**src/rtl/tile_map_primitive_drawer_defines.svh**
```systemverilog
// assertion macros for the tile map drawer
// expects clk and arst_n in the scope of each use
`ifndef TILE_MAP_PRIMITIVE_DRAWER_DEFINES_SVH
`define TILE_MAP_PRIMITIVE_DRAWER_DEFINES_SVH

// same-cycle implication
`define TMPD_ASSERT_IMP(lbl, ante, cons, msg) \
	lbl: assert property (@(posedge clk) disable iff (!arst_n) (ante) |-> (cons)) \
		else $error(msg);

// next-cycle implication
`define TMPD_ASSERT_NXT(lbl, ante, cons, msg) \
	lbl: assert property (@(posedge clk) disable iff (!arst_n) (ante) |=> (cons)) \
		else $error(msg);

`endif

```
**src/rtl/tmpd_pkg.sv**
```systemverilog
// shared types, codes and defaults of the tile map drawer
// no dependencies
`default_nettype none

package tmpd_pkg;

	localparam int MAP_WIDTH_DEF  = 64;
	localparam int MAP_HEIGHT_DEF = 32;
	localparam int TILE_BITS_DEF  = 4;

	localparam logic [2:0] MODE_READ    = 3'd0;
	localparam logic [2:0] MODE_FILL    = 3'd1;
	localparam logic [2:0] MODE_OUTLINE = 3'd2;
	localparam logic [2:0] MODE_HLINE   = 3'd3;
	localparam logic [2:0] MODE_VLINE   = 3'd4;
	localparam logic [2:0] MODE_HELBOW  = 3'd5;
	localparam logic [2:0] MODE_VELBOW  = 3'd6;

	localparam logic AXIS_X = 1'b0;
	localparam logic AXIS_Y = 1'b1;

	typedef enum logic [2:0] {
		ST_IDLE,
		ST_LOAD,
		ST_WALK,
		ST_READ,
		ST_FIN
	} state_t;

	// one span: the fixed coordinate and two unordered end points
	typedef struct packed {
		logic       axis;
		logic [7:0] fixed;
		logic [7:0] a;
		logic [7:0] b;
	} seg_desc_t;

	typedef struct packed {
		logic       valid;
		logic [7:0] x;
		logic [7:0] y;
		logic       on_map;
		logic       last;
	} step_t;

	typedef struct packed {
		logic       we;
		logic       re;
		logic [7:0] x;
		logic [7:0] y;
	} mem_req_t;

	typedef struct packed {
		logic fin;
		logic clip;
		logic show_read;
	} res_t;

endpackage

`default_nettype wire

```
**src/rtl/tmpd_walk.sv**
```systemverilog
// span walker: steps one tile a cycle from the low to the high end point
// depends on tmpd_pkg
`default_nettype none

module tmpd_walk #(
	parameter int MAP_WIDTH  = tmpd_pkg::MAP_WIDTH_DEF,
	parameter int MAP_HEIGHT = tmpd_pkg::MAP_HEIGHT_DEF
) (
	input  wire logic                clk,
	input  wire logic                arst_n,
	input  wire logic                load,
	input  wire tmpd_pkg::seg_desc_t desc,
	output tmpd_pkg::step_t          step
);
	import tmpd_pkg::*;

	localparam logic [8:0] W9 = 9'(MAP_WIDTH);
	localparam logic [8:0] H9 = 9'(MAP_HEIGHT);

	logic       active_q;
	logic       axis_q;
	logic [7:0] fixed_q;
	logic [7:0] cur_q;
	logic [7:0] hi_q;
	logic       a_le_b;
	logic [7:0] x;
	logic [7:0] y;

	assign a_le_b = desc.a <= desc.b;

	always_ff @(posedge clk or negedge arst_n) begin
		if (!arst_n) begin
			active_q <= 1'b0;
		end else if (load) begin
			active_q <= 1'b1;
		end else if (active_q && cur_q == hi_q) begin
			active_q <= 1'b0;
		end
	end

	always_ff @(posedge clk) begin
		if (load) begin
			axis_q  <= desc.axis;
			fixed_q <= desc.fixed;
			cur_q   <= a_le_b ? desc.a : desc.b;
			hi_q    <= a_le_b ? desc.b : desc.a;
		end else if (active_q && cur_q != hi_q) begin
			cur_q <= cur_q + 8'd1;
		end
	end

	always_comb begin
		x = (axis_q == AXIS_X) ? cur_q : fixed_q;
		y = (axis_q == AXIS_X) ? fixed_q : cur_q;
		step.valid  = active_q;
		step.x      = x;
		step.y      = y;
		step.on_map = ({1'b0, x} < W9) && ({1'b0, y} < H9);
		step.last   = cur_q == hi_q;
	end

endmodule

`default_nettype wire

```
**config.mk**
```make
export PLATFORM = sky130hd
export DESIGN_NAME = tmpd_walk
export DESIGN_NICKNAME = d
export VERILOG_FILES = /design/src/rtl/tile_map_primitive_drawer_defines.svh /design/src/rtl/tmpd_pkg.sv /design/src/rtl/tmpd_walk.sv
export SDC_FILE = /design/constraint.sdc
export NUM_CORES = 1
export LEC_CHECK = 0
export BUFFER_PORTS_ARGS = -buffer_cell sky130_fd_sc_hd__buf_2
export CAP_MARGIN = 20
export CORE_ASPECT_RATIO = 1.1
export CORE_MARGIN = 4
export CORE_UTILIZATION = 40
export DETAILED_ROUTE_END_ITERATION = 10
export PLACE_DENSITY = 0.68
export SLEW_MARGIN = 40
export SYNTH_ARGS = -nofsm -noshare
export SYNTH_HDL_FRONTEND = slang
export SYNTH_SLANG_ARGS = --single-unit
```
**constraint.sdc**
```tcl
create_clock -name clk -period 1.9 [get_ports clk]
set_clock_uncertainty 0.2 [all_clocks]
set_input_delay 0.475 -clock clk [delete_from_list [all_inputs] [get_ports clk]]
set_output_delay 0.475 -clock clk [all_outputs]
set_load 0.01 [all_outputs]
```
---- After elaboration in Yosys (flattened, before gate mapping) ----
Cells that the tools add are included.
operators by class
  add/sub/neg operators ................... 1
  multiply operators ...................... 0
  div/mod/pow operators ................... 0
  order comparisons ....................... 3
  equality and inequality tests ........... 2
  shift operators ......................... 0
  multiplexer cells ....................... 8
  bitwise operators ....................... 0
  reduce and logical (&&, ||, !) cells .... 5
operators with widths
  kind                                                                  number
  8-bit 2-to-1 mux                                                      6
  8-bit by 1-bit adder with 8-bit output, second input constant         1
  8-bit == test                                                         1
  8-bit less-or-equal comparator                                        1
  8-bit by 6-bit < comparator with 1-bit output, second input constant  1
  8-bit by 7-bit < comparator with 1-bit output, second input constant  1
  8-bit != test                                                         1
  2-bit nonzero test                                                    2
  1-bit logical AND                                                     3
  1-bit 2-to-1 mux                                                      2
word-level totals
  register bits ........................... 26
  bits in latches ......................... 0
  memory bits (writable) .................. 0
  ROM bits ................................ 0
  word-level logic and storage cells ...... 24
  memories ................................ 0

---- Longest topological paths before layout ----
  word-level depth ........................ 4
  mapped depth ............................ 8
  depth with buffers taken out ............ 7

---- Worst setup path after synthesis ----
OpenSTA, ideal clock, no wires.
  path kind ............................... input to register
  start ................................... input port desc[1] in the netlist's numbering
  end ..................................... register hi_q[5], data pin
  setup time .............................. 0.260 ns
  data arrival time ....................... 1.857 ns
  path slack .............................. -0.417 ns
  cell stages on the path ................. 8
  buffers on the path ..................... 1
  path through ............................ inv_1 -> ha_1 -> nor2b_1 -> o211ai_1 -> a21o_2 -> a21boi_4 -> buf_6 -> mux2_4
between the ends
  word-level cells in the longest chain between the ends .. 2
ends and longest elaborated chain
  what                            RTL line         source
  start, declared                 tmpd_walk.sv:12  input wire tmpd_pkg::seg_desc_t desc,
  8-bit less-or-equal comparator  tmpd_walk.sv:29  assign a_le_b = desc.a <= desc.b;
  8-bit 2-to-1 mux                tmpd_walk.sv:46  hi_q <= a_le_b ? desc.b : desc.a;
  end signal, assigned            tmpd_walk.sv:46
  end, declared                   tmpd_walk.sv:24  logic [7:0] hi_q;
No other way between the ends.
A chain may end at the register's enable or synchronous reset.

---- Worst setup path in the final report ----
  start ................................... input port desc[1] in the netlist's numbering
  end ..................................... register hi_q[3], data pin
Same word-level chain as after synthesis.

==> results.sh <==
export IMPL_placement_io_buffers=46
export IMPL_synthMuxAreaShare_pct=15.54
export IMPL_synth_adder_area_share_pct=6.298
export IMPL_grt_pass1_wl_mm=7.093
export IMPL_viasPerCell=5.101
export IMPL_synth_area_sq_um=1788
export IMPL_die_w_um=71.75
export IMPL_drt_iter0_markers=84
export IMPL_synth_edf_count=25
export IMPL_fin_crit_sh_pct=112.1
export IMPL_slew_violations=0
export IMPL_rr_endpoint="cur_q[5]$_DFFE_PP_"
export IMPL_synth_compound_area_share_pct=11.55
export IMPL_tritoncts="yes"
export IMPL_status="finished with violations"
export IMPL_drive_above_1_share_pct=56.61
export IMPL_num_nets_final=280
export IMPL_path_common_cell="buf_12"
export IMPL_power_w=0.002166
export IMPL_dpl_cell_count=284
export IMPL_num_io_pins=47
export IMPL_num_vias=1510
export IMPL_placed_area_sq_um=2322
export IMPL_grt_overflow=0
export IMPL_n_fill_cell=314
export IMPL_stdcell_area_sq_um=2853
export IMPL_crit_type="input pin to flip-flop"
export IMPL_hold_path_startpoint="desc[19]"
export IMPL_syn_nets=199
export IMPL_start_util_pct=41.42
export IMPL_setup_viol=34
export IMPL_cp_required_ns=1.73
export IMPL_grt_start_max_net_pins=41
export IMPL_drcViolationCount=0
export IMPL_power_density_nw_per_um2=759.3
export IMPL_numCtsBuffers=3
export IMPL_fin_cells=296
export IMPL_fp_dieH_um=78.12
export IMPL_regToRegSetupSlack_ns=0
export IMPL_period_needed_ns=2.130
export IMPL_relSlewSlack_pct=76.46
export IMPL_syn2layout_area_growth_pct=59.55
export IMPL_wl_mm=4.378
export IMPL_crit_chain="buf_12, inv_12, ha_4, nor2b_1, o211ai_1, a21o_2, a21boi_4, buf_12, mux2_2"
export IMPL_tightest_slew_ns=0.3531
export IMPL_cp_top_family="compound AO/OA/AOI/OAI gates"
export IMPL_syn_avg_cell_area_sq_um=11.04
export IMPL_h_tree_depth=1
export IMPL_failed_checks="negative setup slack"
export IMPL_ant_nets=0
export IMPL_slowest_stage="mux2_2"
export IMPL_hold_class="input pin to flip-flop"
export IMPL_yosysTopAreaCellShare_pct=41.99
export IMPL_diodes=0
export IMPL_grt_usage_pct=15.80
export IMPL_synth_top_family_by_area="multiplexers"
export IMPL_whs_ns=0.1792
export IMPL_timing_final_ws_setup_ns=-0.2298
export IMPL_ys_ff_latch=26
export IMPL_path_clk_slew_ns=0.09
export IMPL_ys_types=35
export IMPL_synthTopCellsByArea="edfxtp_1, mux2_2, ha_1"
export IMPL_reg2reg_depth=7
export IMPL_async_reset_ff_share_pct=3.846
export IMPL_drt_first_pass_iters=4
export IMPL_synth_simple_area_share_pct=12.53
export IMPL_hold_viol_final=0
export IMPL_clkSinkCount=26
export IMPL_crit_fanout=14
export IMPL_dp_hpwl_mm=3.086
export IMPL_grt_pass1_vias=1546
export IMPL_antenna_found_initial=0
export IMPL_fp_row_count=25
export IMPL_cts_root_buffer="clkbuf_8"
export IMPL_yosys_area_top_type="edfxtp_1"
export IMPL_min_to="fixed_q[3]$_DFFE_PP_"
export IMPL_rsz0062_at_grt="true"
export IMPL_worstSkewPairLatency_ns=0.26
export IMPL_ys_flop_type="edfxtp_1"
export IMPL_wl_per_cell_um=14.79
export IMPL_yosys_warnings=0
export IMPL_arrival_ns=1.95
export IMPL_whs_path_depth=1
export IMPL_clk_path_buf_depth=2
export IMPL_regToRegStartpoint="cur_q[0]$_DFFE_PP_"
export IMPL_drv_cap=0
export IMPL_crit_buf_inv=3
export IMPL_startpoint_type="input pin"
export IMPL_cpPeakStageDelay_ns=0.33
export IMPL_yosysSeqAreaShare_pct=43.39
export IMPL_ir_drop_v=0.0003404
export IMPL_end_kind="flip-flop"
export IMPL_place_gp_congestion=0.7776
export IMPL_timing_fmax_ghz=0.4695
export IMPL_synth_xor_xnor_area_share_pct=5.388
export IMPL_syn_inst=162
export IMPL_die_area_sq_um=5605
export IMPL_p_leak_nw=1.246
export IMPL_coreArea_sq_um=4317
-- where the power goes --
group / internal [W] / switching (W) / total (W)
Clock: 0.000281 / 0.000165 / 0.000447
Combinational: 0.000560 / 0.000382 / 0.000942
Sequential: 0.000723 / 0.0000543 / 0.000777
-- registers in the layout, indices dropped and copies added, names as in the netlist --
signal / flops
fixed_q: 8
axis_q: 1
cur_q: 8
active_q: 1
hi_q: 8
-- worst register-to-register path, stage by stage (launching register included) --
cell and delay (ns):
edfxtp_1 0.45, buf_4 0.18, buf_4 0.13, and3_1 0.20, a31oi_1 0.17, nor3_1 0.08
a31oi_1 0.15, o21ai_0 0.10
-- per-stage QoR --
stage,worst slack [ns],setup TNS [ns],util (%)
floorplan,-0.3723,-4.668,-
global placement,-0.5958,-9.004,53.80
detailed placement,-0.6356,-9.748,53.80
CTS,-0.2396,-5.607,64.29
global route,-0.2802,-6.972,66.09
finish,-0.2298,-5.313,66.09
-- kinds of logic (layout without fill, tap and decap cells) --
group                    count (synthesis)  in the layout
adder cells (fa/ha/maj)                  9              9
multiplexers                            24             24
XOR/XNOR                                11             11
buffers and inverters                   20            100
AND/OR/NAND/NOR                         43             43
AO/OA/AOI/OAI                           29             29
flip-flops                              26             26
-- final cells by class --
type	count	area, sq um	area share, %
tap	54	67.56	2.368
inverter	9	51.30	1.798
sequential	26	775.7	27.19
multi-input combinational	116	1114	39.04
clock inverter	1	30.03	1.053
clock buffer	3	41.29	1.447
timing repair buffer	87	773.2	27.11
-- metal layers --
metal	up-vias	GRT usage (%)	part of all wire [%]
li1	765	-	-
met1	691	17.81	42
met2	48	29.60	51
met3	6	2.177	5.1
met4	0	5.827	1.9
met5	-	0	0
-- cell usage after synthesis, types with 2 or more instances --
| cell | n |
|---|---|
| a21oi_1 | 3 |
| a31oi_1 | 7 |
| and3_1 | 9 |
| buf_6 | 2 |
| clkbuf_1 | 7 |
| edfxtp_1 | 25 |
| ha_1 | 9 |
| inv_1 | 9 |
| mux2_2 | 22 |
| mux2_4 | 2 |
| nand2_1 | 9 |
| nand2b_1 | 2 |
| nand3_1 | 6 |
| nand4_1 | 5 |
| nor2_1 | 6 |
| o21ai_0 | 9 |
| o221ai_1 | 2 |
| or3_1 | 2 |
| xnor2_1 | 10 |
-- worst max path at each step --
stage	from	to	slack, ns	depth (start not counted)
after floorplan	desc[1]	hi_q[5]$_DFFE_PP_	-0.37	8
after global placement	desc[1]	hi_q[1]$_DFFE_PP_	-0.60	9
after detailed placement	desc[1]	hi_q[1]$_DFFE_PP_	-0.64	9
after CTS	desc[1]	hi_q[0]$_DFFE_PP_	-0.24	9
after global routing	desc[1]	hi_q[2]$_DFFE_PP_	-0.28	9
final	desc[1]	hi_q[3]$_DFFE_PP_	-0.23	9
-- timing repair --
action / in CTS / in global routing
gates resized for setup: 66 / 14
endpoints found under the hold margin: 1 / 0
setup buffers: 5 / 2
pin swaps: 17 / 4
hold buffers: 1 / 0
endpoints found under the setup margin: 42 / 42
-- cell usage in the layout (no fill, tap or decap), types with 2 or more instances in the layout --
master,netlist,final
xnor2_1,10,9
buf_12,0,3
nor2_1,6,6
ha_4,0,7
mux2_2,22,4
buf_2,1,19
a31oi_1,7,7
nand3_1,6,5
buf_8,0,2
ha_1,9,2
nand4_1,5,5
and3_1,9,8
inv_2,0,4
buf_4,1,32
clkbuf_8,0,3
a21oi_1,3,3
inv_4,0,2
or3_1,2,2
o21ai_0,9,8
mux2_4,2,20
buf_6,2,30
nand2_1,9,9
inv_1,9,2
edfxtp_1,25,25
Note: power is estimated with default switching activity, not from simulation.
