`src/rtl/tile_map_primitive_drawer_defines.svh`:
```
// assertion macros for the tile map drawer
// expects clk and arst_n in the scope of each use
`ifndef TILE_MAP_PRIMITIVE_DRAWER_DEFINES_SVH
`define TILE_MAP_PRIMITIVE_DRAWER_DEFINES_SVH

// same-cycle implication
`define TMPD_ASSERT_IMP(lbl, ante, cons, msg) \
	lbl: assert property (@(posedge clk) disable iff (!arst_n) (ante) |-> (cons)) \
		else $error(msg);

// next-cycle implication
`define TMPD_ASSERT_NXT(lbl, ante, cons, msg) \
	lbl: assert property (@(posedge clk) disable iff (!arst_n) (ante) |=> (cons)) \
		else $error(msg);

`endif

```
`src/rtl/tmpd_pkg.sv`:
```
// shared types, codes and defaults of the tile map drawer
// no dependencies
`default_nettype none

package tmpd_pkg;

	localparam int MAP_WIDTH_DEF  = 64;
	localparam int MAP_HEIGHT_DEF = 32;
	localparam int TILE_BITS_DEF  = 4;

	localparam logic [2:0] MODE_READ    = 3'd0;
	localparam logic [2:0] MODE_FILL    = 3'd1;
	localparam logic [2:0] MODE_OUTLINE = 3'd2;
	localparam logic [2:0] MODE_HLINE   = 3'd3;
	localparam logic [2:0] MODE_VLINE   = 3'd4;
	localparam logic [2:0] MODE_HELBOW  = 3'd5;
	localparam logic [2:0] MODE_VELBOW  = 3'd6;

	localparam logic AXIS_X = 1'b0;
	localparam logic AXIS_Y = 1'b1;

	typedef enum logic [2:0] {
		ST_IDLE,
		ST_LOAD,
		ST_WALK,
		ST_READ,
		ST_FIN
	} state_t;

	// one span: the fixed coordinate and two unordered end points
	typedef struct packed {
		logic       axis;
		logic [7:0] fixed;
		logic [7:0] a;
		logic [7:0] b;
	} seg_desc_t;

	typedef struct packed {
		logic       valid;
		logic [7:0] x;
		logic [7:0] y;
		logic       on_map;
		logic       last;
	} step_t;

	typedef struct packed {
		logic       we;
		logic       re;
		logic [7:0] x;
		logic [7:0] y;
	} mem_req_t;

	typedef struct packed {
		logic fin;
		logic clip;
		logic show_read;
	} res_t;

endpackage

`default_nettype wire

```
`src/rtl/tmpd_ctrl.sv`:
```
// command sequencer: splits a command into spans for the walker,
// issues reads and collects the clip flag; depends on tmpd_pkg
`default_nettype none

module tmpd_ctrl #(
	parameter int MAP_WIDTH  = tmpd_pkg::MAP_WIDTH_DEF,
	parameter int MAP_HEIGHT = tmpd_pkg::MAP_HEIGHT_DEF
) (
	input  wire logic                clk,
	input  wire logic                arst_n,
	input  wire logic                start,
	input  wire logic [2:0]          mode,
	input  wire logic [7:0]          x_start,
	input  wire logic [7:0]          y_start,
	input  wire logic [7:0]          x_end,
	input  wire logic [7:0]          y_end,
	input  wire tmpd_pkg::step_t     step,
	output logic                     busy,
	output logic                     load,
	output tmpd_pkg::seg_desc_t      desc,
	output tmpd_pkg::mem_req_t       req,
	output tmpd_pkg::res_t           res
);
	import tmpd_pkg::*;

	`include "tile_map_primitive_drawer_defines.svh"

	localparam logic [8:0] W9 = 9'(MAP_WIDTH);
	localparam logic [8:0] H9 = 9'(MAP_HEIGHT);

	state_t     state_q, state_d;
	logic [2:0] mode_q;
	logic [7:0] xa_q, ya_q, xb_q, yb_q, mid_q;
	logic [1:0] seg_q;
	logic [7:0] row_q;
	logic       clip_q;
	logic       read_ok_q;

	logic       accept;
	logic       swap;
	logic [7:0] x1, y1, x2, y2;
	logic [8:0] mid_sum;
	logic       rect_ok;
	logic       rd_inside;
	logic [1:0] last_seg;
	logic       span_end;

	assign accept = start && (state_q == ST_IDLE);

	// elbows are swapped as whole points
	always_comb begin
		swap = ((mode == MODE_HELBOW) && (x_start > x_end)) ||
		       ((mode == MODE_VELBOW) && (y_start > y_end));
		x1 = swap ? x_end : x_start;
		y1 = swap ? y_end : y_start;
		x2 = swap ? x_start : x_end;
		y2 = swap ? y_start : y_end;
		mid_sum = (mode == MODE_VELBOW) ? (9'(y1) + 9'(y2)) : (9'(x1) + 9'(x2));
		rect_ok = (x_start <= x_end) && (y_start <= y_end);
		rd_inside = ({1'b0, x_start} < W9) && ({1'b0, y_start} < H9);
	end

	always_comb begin
		case (mode_q)
			MODE_OUTLINE: last_seg = 2'd3;
			MODE_HELBOW,
			MODE_VELBOW:  last_seg = 2'd2;
			default:      last_seg = 2'd0;
		endcase
	end

	assign span_end = step.valid && step.last;

	// next state
	always_comb begin
		state_d = state_q;
		case (state_q)
			ST_IDLE: begin
				if (accept) begin
					case (mode)
						MODE_READ:    state_d = ST_READ;
						MODE_FILL,
						MODE_OUTLINE: state_d = rect_ok ? ST_LOAD : ST_FIN;
						MODE_HLINE,
						MODE_VLINE,
						MODE_HELBOW,
						MODE_VELBOW:  state_d = ST_LOAD;
						default:      state_d = ST_FIN;
					endcase
				end
			end
			ST_LOAD: state_d = ST_WALK;
			ST_WALK: begin
				if (span_end) begin
					if (mode_q == MODE_FILL) begin
						state_d = (row_q == yb_q) ? ST_FIN : ST_LOAD;
					end else begin
						state_d = (seg_q == last_seg) ? ST_FIN : ST_LOAD;
					end
				end
			end
			ST_READ: state_d = ST_FIN;
			ST_FIN:  state_d = ST_IDLE;
			default: state_d = ST_IDLE;
		endcase
	end

	// outputs
	always_comb begin
		busy = state_q != ST_IDLE;
		load = state_q == ST_LOAD;

		desc = '{axis: AXIS_X, fixed: ya_q, a: xa_q, b: xb_q};
		case (mode_q)
			MODE_FILL: desc = '{axis: AXIS_X, fixed: row_q, a: xa_q, b: xb_q};
			MODE_OUTLINE: begin
				case (seg_q)
					2'd0:    desc = '{axis: AXIS_X, fixed: ya_q, a: xa_q, b: xb_q};
					2'd1:    desc = '{axis: AXIS_X, fixed: yb_q, a: xa_q, b: xb_q};
					2'd2:    desc = '{axis: AXIS_Y, fixed: xa_q, a: ya_q, b: yb_q};
					default: desc = '{axis: AXIS_Y, fixed: xb_q, a: ya_q, b: yb_q};
				endcase
			end
			MODE_HLINE: desc = '{axis: AXIS_X, fixed: ya_q, a: xa_q, b: xb_q};
			MODE_VLINE: desc = '{axis: AXIS_Y, fixed: xa_q, a: ya_q, b: yb_q};
			MODE_HELBOW: begin
				case (seg_q)
					2'd0:    desc = '{axis: AXIS_X, fixed: ya_q, a: xa_q, b: mid_q};
					2'd1:    desc = '{axis: AXIS_Y, fixed: mid_q, a: ya_q, b: yb_q};
					default: desc = '{axis: AXIS_X, fixed: yb_q, a: mid_q, b: xb_q};
				endcase
			end
			MODE_VELBOW: begin
				case (seg_q)
					2'd0:    desc = '{axis: AXIS_Y, fixed: xa_q, a: ya_q, b: mid_q};
					2'd1:    desc = '{axis: AXIS_X, fixed: mid_q, a: xa_q, b: xb_q};
					default: desc = '{axis: AXIS_Y, fixed: xb_q, a: mid_q, b: yb_q};
				endcase
			end
			default: desc = '{axis: AXIS_X, fixed: ya_q, a: xa_q, b: xb_q};
		endcase

		req.re = (state_q == ST_READ) && read_ok_q;
		req.we = step.valid && step.on_map;
		req.x  = (state_q == ST_READ) ? xa_q : step.x;
		req.y  = (state_q == ST_READ) ? ya_q : step.y;

		res.fin       = state_q == ST_FIN;
		res.clip      = clip_q;
		res.show_read = read_ok_q;
	end

	always_ff @(posedge clk or negedge arst_n) begin
		if (!arst_n) begin
			state_q   <= ST_IDLE;
			seg_q     <= 2'd0;
			row_q     <= 8'd0;
			clip_q    <= 1'b0;
			read_ok_q <= 1'b0;
		end else begin
			state_q <= state_d;
			if (accept) begin
				seg_q     <= 2'd0;
				row_q     <= y_start;
				clip_q    <= (mode == MODE_READ) && !rd_inside;
				read_ok_q <= (mode == MODE_READ) && rd_inside;
			end else if (state_q == ST_WALK) begin
				if (step.valid && !step.on_map) begin
					clip_q <= 1'b1;
				end
				if (span_end) begin
					seg_q <= seg_q + 2'd1;
					row_q <= row_q + 8'd1;
				end
			end
		end
	end

	always_ff @(posedge clk) begin
		if (accept) begin
			mode_q <= mode;
			xa_q   <= x1;
			ya_q   <= y1;
			xb_q   <= x2;
			yb_q   <= y2;
			mid_q  <= mid_sum[8:1];
		end
	end

	`TMPD_ASSERT_NXT(a_fin_single, res.fin, !res.fin, "result strobe longer than one cycle")
	`TMPD_ASSERT_IMP(a_step_in_walk, step.valid, state_q == ST_WALK, "walker runs outside walk state")
	`TMPD_ASSERT_NXT(a_read_then_fin, state_q == ST_READ, state_q == ST_FIN, "read not followed by result")
	`TMPD_ASSERT_NXT(a_load_starts, load, step.valid, "span load did not start the walker")

endmodule

`default_nettype wire

```
`config.mk`:
```
export PLATFORM = sky130hd
export DESIGN_NAME = tmpd_ctrl
export DESIGN_NICKNAME = d
export VERILOG_FILES = /design/src/rtl/tmpd_pkg.sv /design/src/rtl/tmpd_ctrl.sv
export VERILOG_INCLUDE_DIRS = /design/src /design/src/rtl
export SDC_FILE = /design/constraint.sdc
export NUM_CORES = 1
export LEC_CHECK = 0
export BUFFER_PORTS_ARGS = -buffer_cell sky130_fd_sc_hd__buf_4
export CAP_MARGIN = 10
export CORE_MARGIN = 2
export CORE_UTILIZATION = 52
export DETAILED_ROUTE_END_ITERATION = 6
export PLACE_DENSITY = 0.78
export SYNTH_ARGS = -nofsm -noshare
export SYNTH_HDL_FRONTEND = slang
export SYNTH_SLANG_ARGS = --single-unit
```
`constraint.sdc`:
```
create_clock -name clk -period 2.41 [get_ports clk]
set_clock_uncertainty 0.2 [all_clocks]
set_input_delay 0.1205 -clock clk [delete_from_list [all_inputs] [get_ports clk]]
set_output_delay 0.1205 -clock clk [all_outputs]
set_load 0.1 [all_outputs]
```
# Word level (Yosys, flattened, before mapping)
# Index checks and enable logic that the tools add are counted.
# word_totals
register_bits	58
inputBits	57
out_inout_bits	48
wordCells	98
# op_classes
add_sub_neg	4
n_lt_le_gt_ge	6
n_eq_ne	21
n_mux	29
n_reduce_logical	27
# op_table
op	n
$pmux 25 s5	1
$pmux 25 s2	2
$pmux 25 s3	1
$mux 8	9
$eq 3x3->1 const B	7
$add 8x8->9	2
$mux 3	6
$gt 8x8->1	2
$le 8x8->1	2
$eq 3x2->1 const B	5
$pmux 3 s4	1
$logic_and 1x1->1	11
$eq 3x1->1 const B	3
$mux 9	1
$pmux 3 s3	1
$add 8x1->8 const B	1
$eq 8x8->1	1
$lt 8x6->1 const B	1
$lt 8x7->1 const B	1
$logic_not 3->1	2
$mux 2	3
$reduce_and 2->1	3
$reduce_bool 2->1	3
$ne 2x2->1 const B	2
other kinds (12)	16

# Depth between registers and ports, before layout
# depth
ltp_word	8
mapped_depth	9
depth_no_buf	9

# Worst setup path after synthesis
# Ideal clock, no wire load.
# synth_path
kind	reg2out
startpoint	register seg_q[1]
endpoint	output desc[19] (netlist bit)
arrival_ns	3.294
t_required_ns	2.089
slack_ns	-1.204
path_stages_with_launch	10
n_path_buf	2
cell_sequence	dfrtp_1 > inv_1 > ha_1 > clkbuf_1 > buf_1 > nand2_1 > o211ai_1 > a22o_1 > nand2_1 > a31oi_1
# synth_lines
item	line	rtl
start: declaration	tmpd_ctrl.sv:34	logic [1:0] seg_q;
start signal: assignment	tmpd_ctrl.sv:172	seg_q <= seg_q + 2'd1;
end: declaration	tmpd_ctrl.sv:20	output tmpd_pkg::seg_desc_t desc,

==> results.cfg <==
[floorplanning]
die_w_um = 111
fp.coreArea_mm2 = 0.0113
io_pins = 105
row_count = 39
fp.dieArea_mm2 = 0.0123
initial_core_util = 0.527
die_y_um = 111

[layout]
mostFrequentLayoutCells = buf_4 (169), nand2_1 (91), nor2_1 (52)
finalNonFillerCells = 1057
multiInputGateArea_mm2 = 0.00426
diodes = 0
syn2layout_area_growth_pct = 50.4
drive_gt1_frac = 0.399
final_common_cell = buf_4
nFillCells = 719
seqCellArea_mm2 = 0.00167
layout.nets = 1006

[drt]
routed_via_density = 6.40
dr.pass1.iters = 7
wirelength_um = 23000
antenna_left = 0
wl_per_cell_um = 21.8
drc = 0
drt-initial-drc-count = 611
dr_total_vias = 6765

[pwr]
ir_drop_v = 0.00126
leakage_uw = 0.00391
powerDensity_mw_per_mm2 = 1410

[synthesis]
yosys.area.top_type = edfxtp_1
ys_ff_latch = 58
avgSynthCellArea_um2 = 8.42
ys_warn_count = 0
synth-seq-area-share = 0.281
synth_edf_count = 43
async_flop_share = 0.259
synthFlopType = edfxtp_1
ys_types = 63
syn-cell-area_mm2 = 0.00594
syn_nets = 802
synth_top_area_share = 0.218
yosys-top-cells-area = edfxtp_1 (22%), ha_1 (8.0%), nand2_1 (6.7%)
netlist_instances = 705

[global_route]
antenna_found_initial = 0
grt_pass1_wl_um = 35100
gr-total-overflow = 0
track_usage = 0.360
grt_max_degree = 53
grt_pass1_vias = 6572

[sta]
rsz0062_at_grt = true
fmax_mhz = 390
slew_headroom = 0.502
period_minus_slack_ps = 2570
hold-worst-slack_ps = 13.3
slew_violations = 0
layout_setup_ws_ps = -155
tightest_slew_ps = 745
finalCritPeriodShare = 1.06
hold_viol = 0
setup_violations = 24

[clock_network]
clock_latency_ps = 330
cts_buffers = 9
cts_tree = yes
path_clk_slew_ps = 50
htree_num_levels = 3
clock_sinks = 58
root_buffer = clkbuf_16
cts_buffer_depth = 2

[critical_path]
reg2reg_setup_slack_ps = 100
cp_cell_sequence = inv_2 > ha_4 > nor2_4 > buf_6 > nand2_2 > nand2_1 > a221oi_2 > a21oi_1 > a221o_2 > buf_12
critPathRequiredTime_ps = 2090
r2r-start = state_q[1]$_DFFE_PN0P_
slowest_stage = dfrtp_1
cpPeakStageDelay_ps = 400
reg2reg_depth = 5
cp-end-kind = output port
path_class = reg2out
r2r-end = seg_q[0]$_DFFE_PN0P_
critPathMaxFanout = 5
start_kind = flip-flop
arrival_ps = 2240

[worst_hold_path]
hold_path_end = xa_q[5]$_DFFE_PP_
holdPathStages = 3
min_from = x_end[5]
hold_path.class = in2reg

[placement]
io_buffers = 104
place_hpwl_um = 16100
place_congestion = 1.03
dp_slack_ps = -147
dp.cells = 1004

[job]
max_cap_viol_count = 0

[status]
violations = negative setup slack
status = finished, violations left
-- routing by layer --
layer	global-route usage	vias up	routed length, µm
met5	0	-	0
met4	0.174	0	1070
met3	0.0590	83	2280
met2	0.611	476	11200
met1	0.445	3204	8480
li1	-	3002	-
-- Yosys cell counts (4+ instances only) --
master	instances
a21oi_1	46
a221o_1	17
a222oi_1	8
a22o_1	25
a22oi_1	17
a31oi_1	15
buf_1	5
buf_2	6
clkbuf_1	29
dfrtp_1	15
edfxtp_1	43
ha_1	38
inv_1	44
inv_2	4
mux2_2	9
mux2_4	26
mux2i_1	9
nand2_1	106
nand2b_1	10
nand3_1	13
nand4_1	6
nor2_1	55
nor2b_1	5
nor3_1	14
o211ai_1	11
o21ai_0	34
o21ai_1	11
o21bai_1	4
o22ai_1	6
xnor2_1	10
xor2_1	13
-- power breakdown --
group | total (µW) | internal [µW] | leakage, µW | switching (µW)
registers | 2120 | 1480 | 0.000592 | 633
clock network | 1390 | 912 | 0.000156 | 478
logic | 9040 | 3430 | 0.00316 | 5610
total | 12500 | 5830 | 0.00391 | 6720
-- cell families after synthesis --
| group | count (synthesis) | share of synthesized area |
|---|---|---|
| buffers and inverters | 93 | 0.0696 |
| AOI/OAI and AO/OA | 217 | 0.257 |
| muxes | 46 | 0.102 |
| adders and majority gates | 40 | 0.0868 |
| and+or+nand+nor | 228 | 0.171 |
| DFF | 58 | 0.281 |
| xor gates and xnor gates | 23 | 0.0339 |
-- worst max-delay path, delay by kind of cell (launching register included) --
kind                     cells  cell delay (ps)
AND/OR/NAND/NOR              3              200
buffers and inverters        3              430
flip-flops                   1              400
AO/OA/AOI/OAI                3              670
adder cells (fa/ha/maj)      1              200
-- state kept, by name, indices dropped and copies added, names as in the netlist --
register and cells:
ya_q 8, read_ok_q 1, state_q 3, row_q 8, mid_q 8, clip_q 1
yb_q 8, xb_q 8, xa_q 8, seg_q 2, mode_q 3
-- cell type report --
| type | count | share of cell area |
|---|---|---|
| Clock buffer | 9 | 0.0252 |
| Clock inverter | 7 | 0.0115 |
| Inverter | 48 | 0.0205 |
| Multi-Input combinational cell | 554 | 0.477 |
| Sequential cell | 58 | 0.187 |
| Tap cell | 143 | 0.0200 |
| Timing Repair Buffer | 238 | 0.259 |
-- worst max-delay path by stage --
stage	start	endpoint	slack, ps	depth (start not counted)
floorplan	seg_q[0]$_DFFE_PN0P_	desc[19]	-390	9
global placement	y_end[1]	xb_q[3]$_DFFE_PP_	-70	10
detailed placement	x_end[1]	ya_q[6]$_DFFE_PP_	-150	10
CTS	mode_q[0]$_DFFE_PP_	desc[13]	-170	10
global route	seg_q[1]$_DFFE_PN0P_	desc[7]	-230	10
finish	seg_q[1]$_DFFE_PN0P_	desc[7]	-160	10
-- repair_timing --
action                     CTS  global route
gates cloned                 2             1
pin swaps                   31            41
buffers inserted            14            10
setup endpoints to repair   25            26
hold buffers                17             0
gates resized for setup    123            54
hold endpoints to repair    31             0
-- metrics by stage --
| stage | power, µW | cell area (µm²) | util | setup TNS [ps] |
|---|---|---|---|---|
| 6_report | 12600 | 8930 | 0.792 | -2230 |
| 5_1_grt | 12900 | 8930 | 0.792 | -3550 |
| 4_1_cts | 11900 | 8700 | 0.772 | -1820 |
| 3_5_place_dp | 9370 | 7640 | 0.678 | -3980 |
| 3_3_place_gp | 9270 | 7640 | 0.678 | -1780 |
| 2_1_floorplan | 7400 | 6120 | - | -385 |
Power figures use the tool's default switching activity.
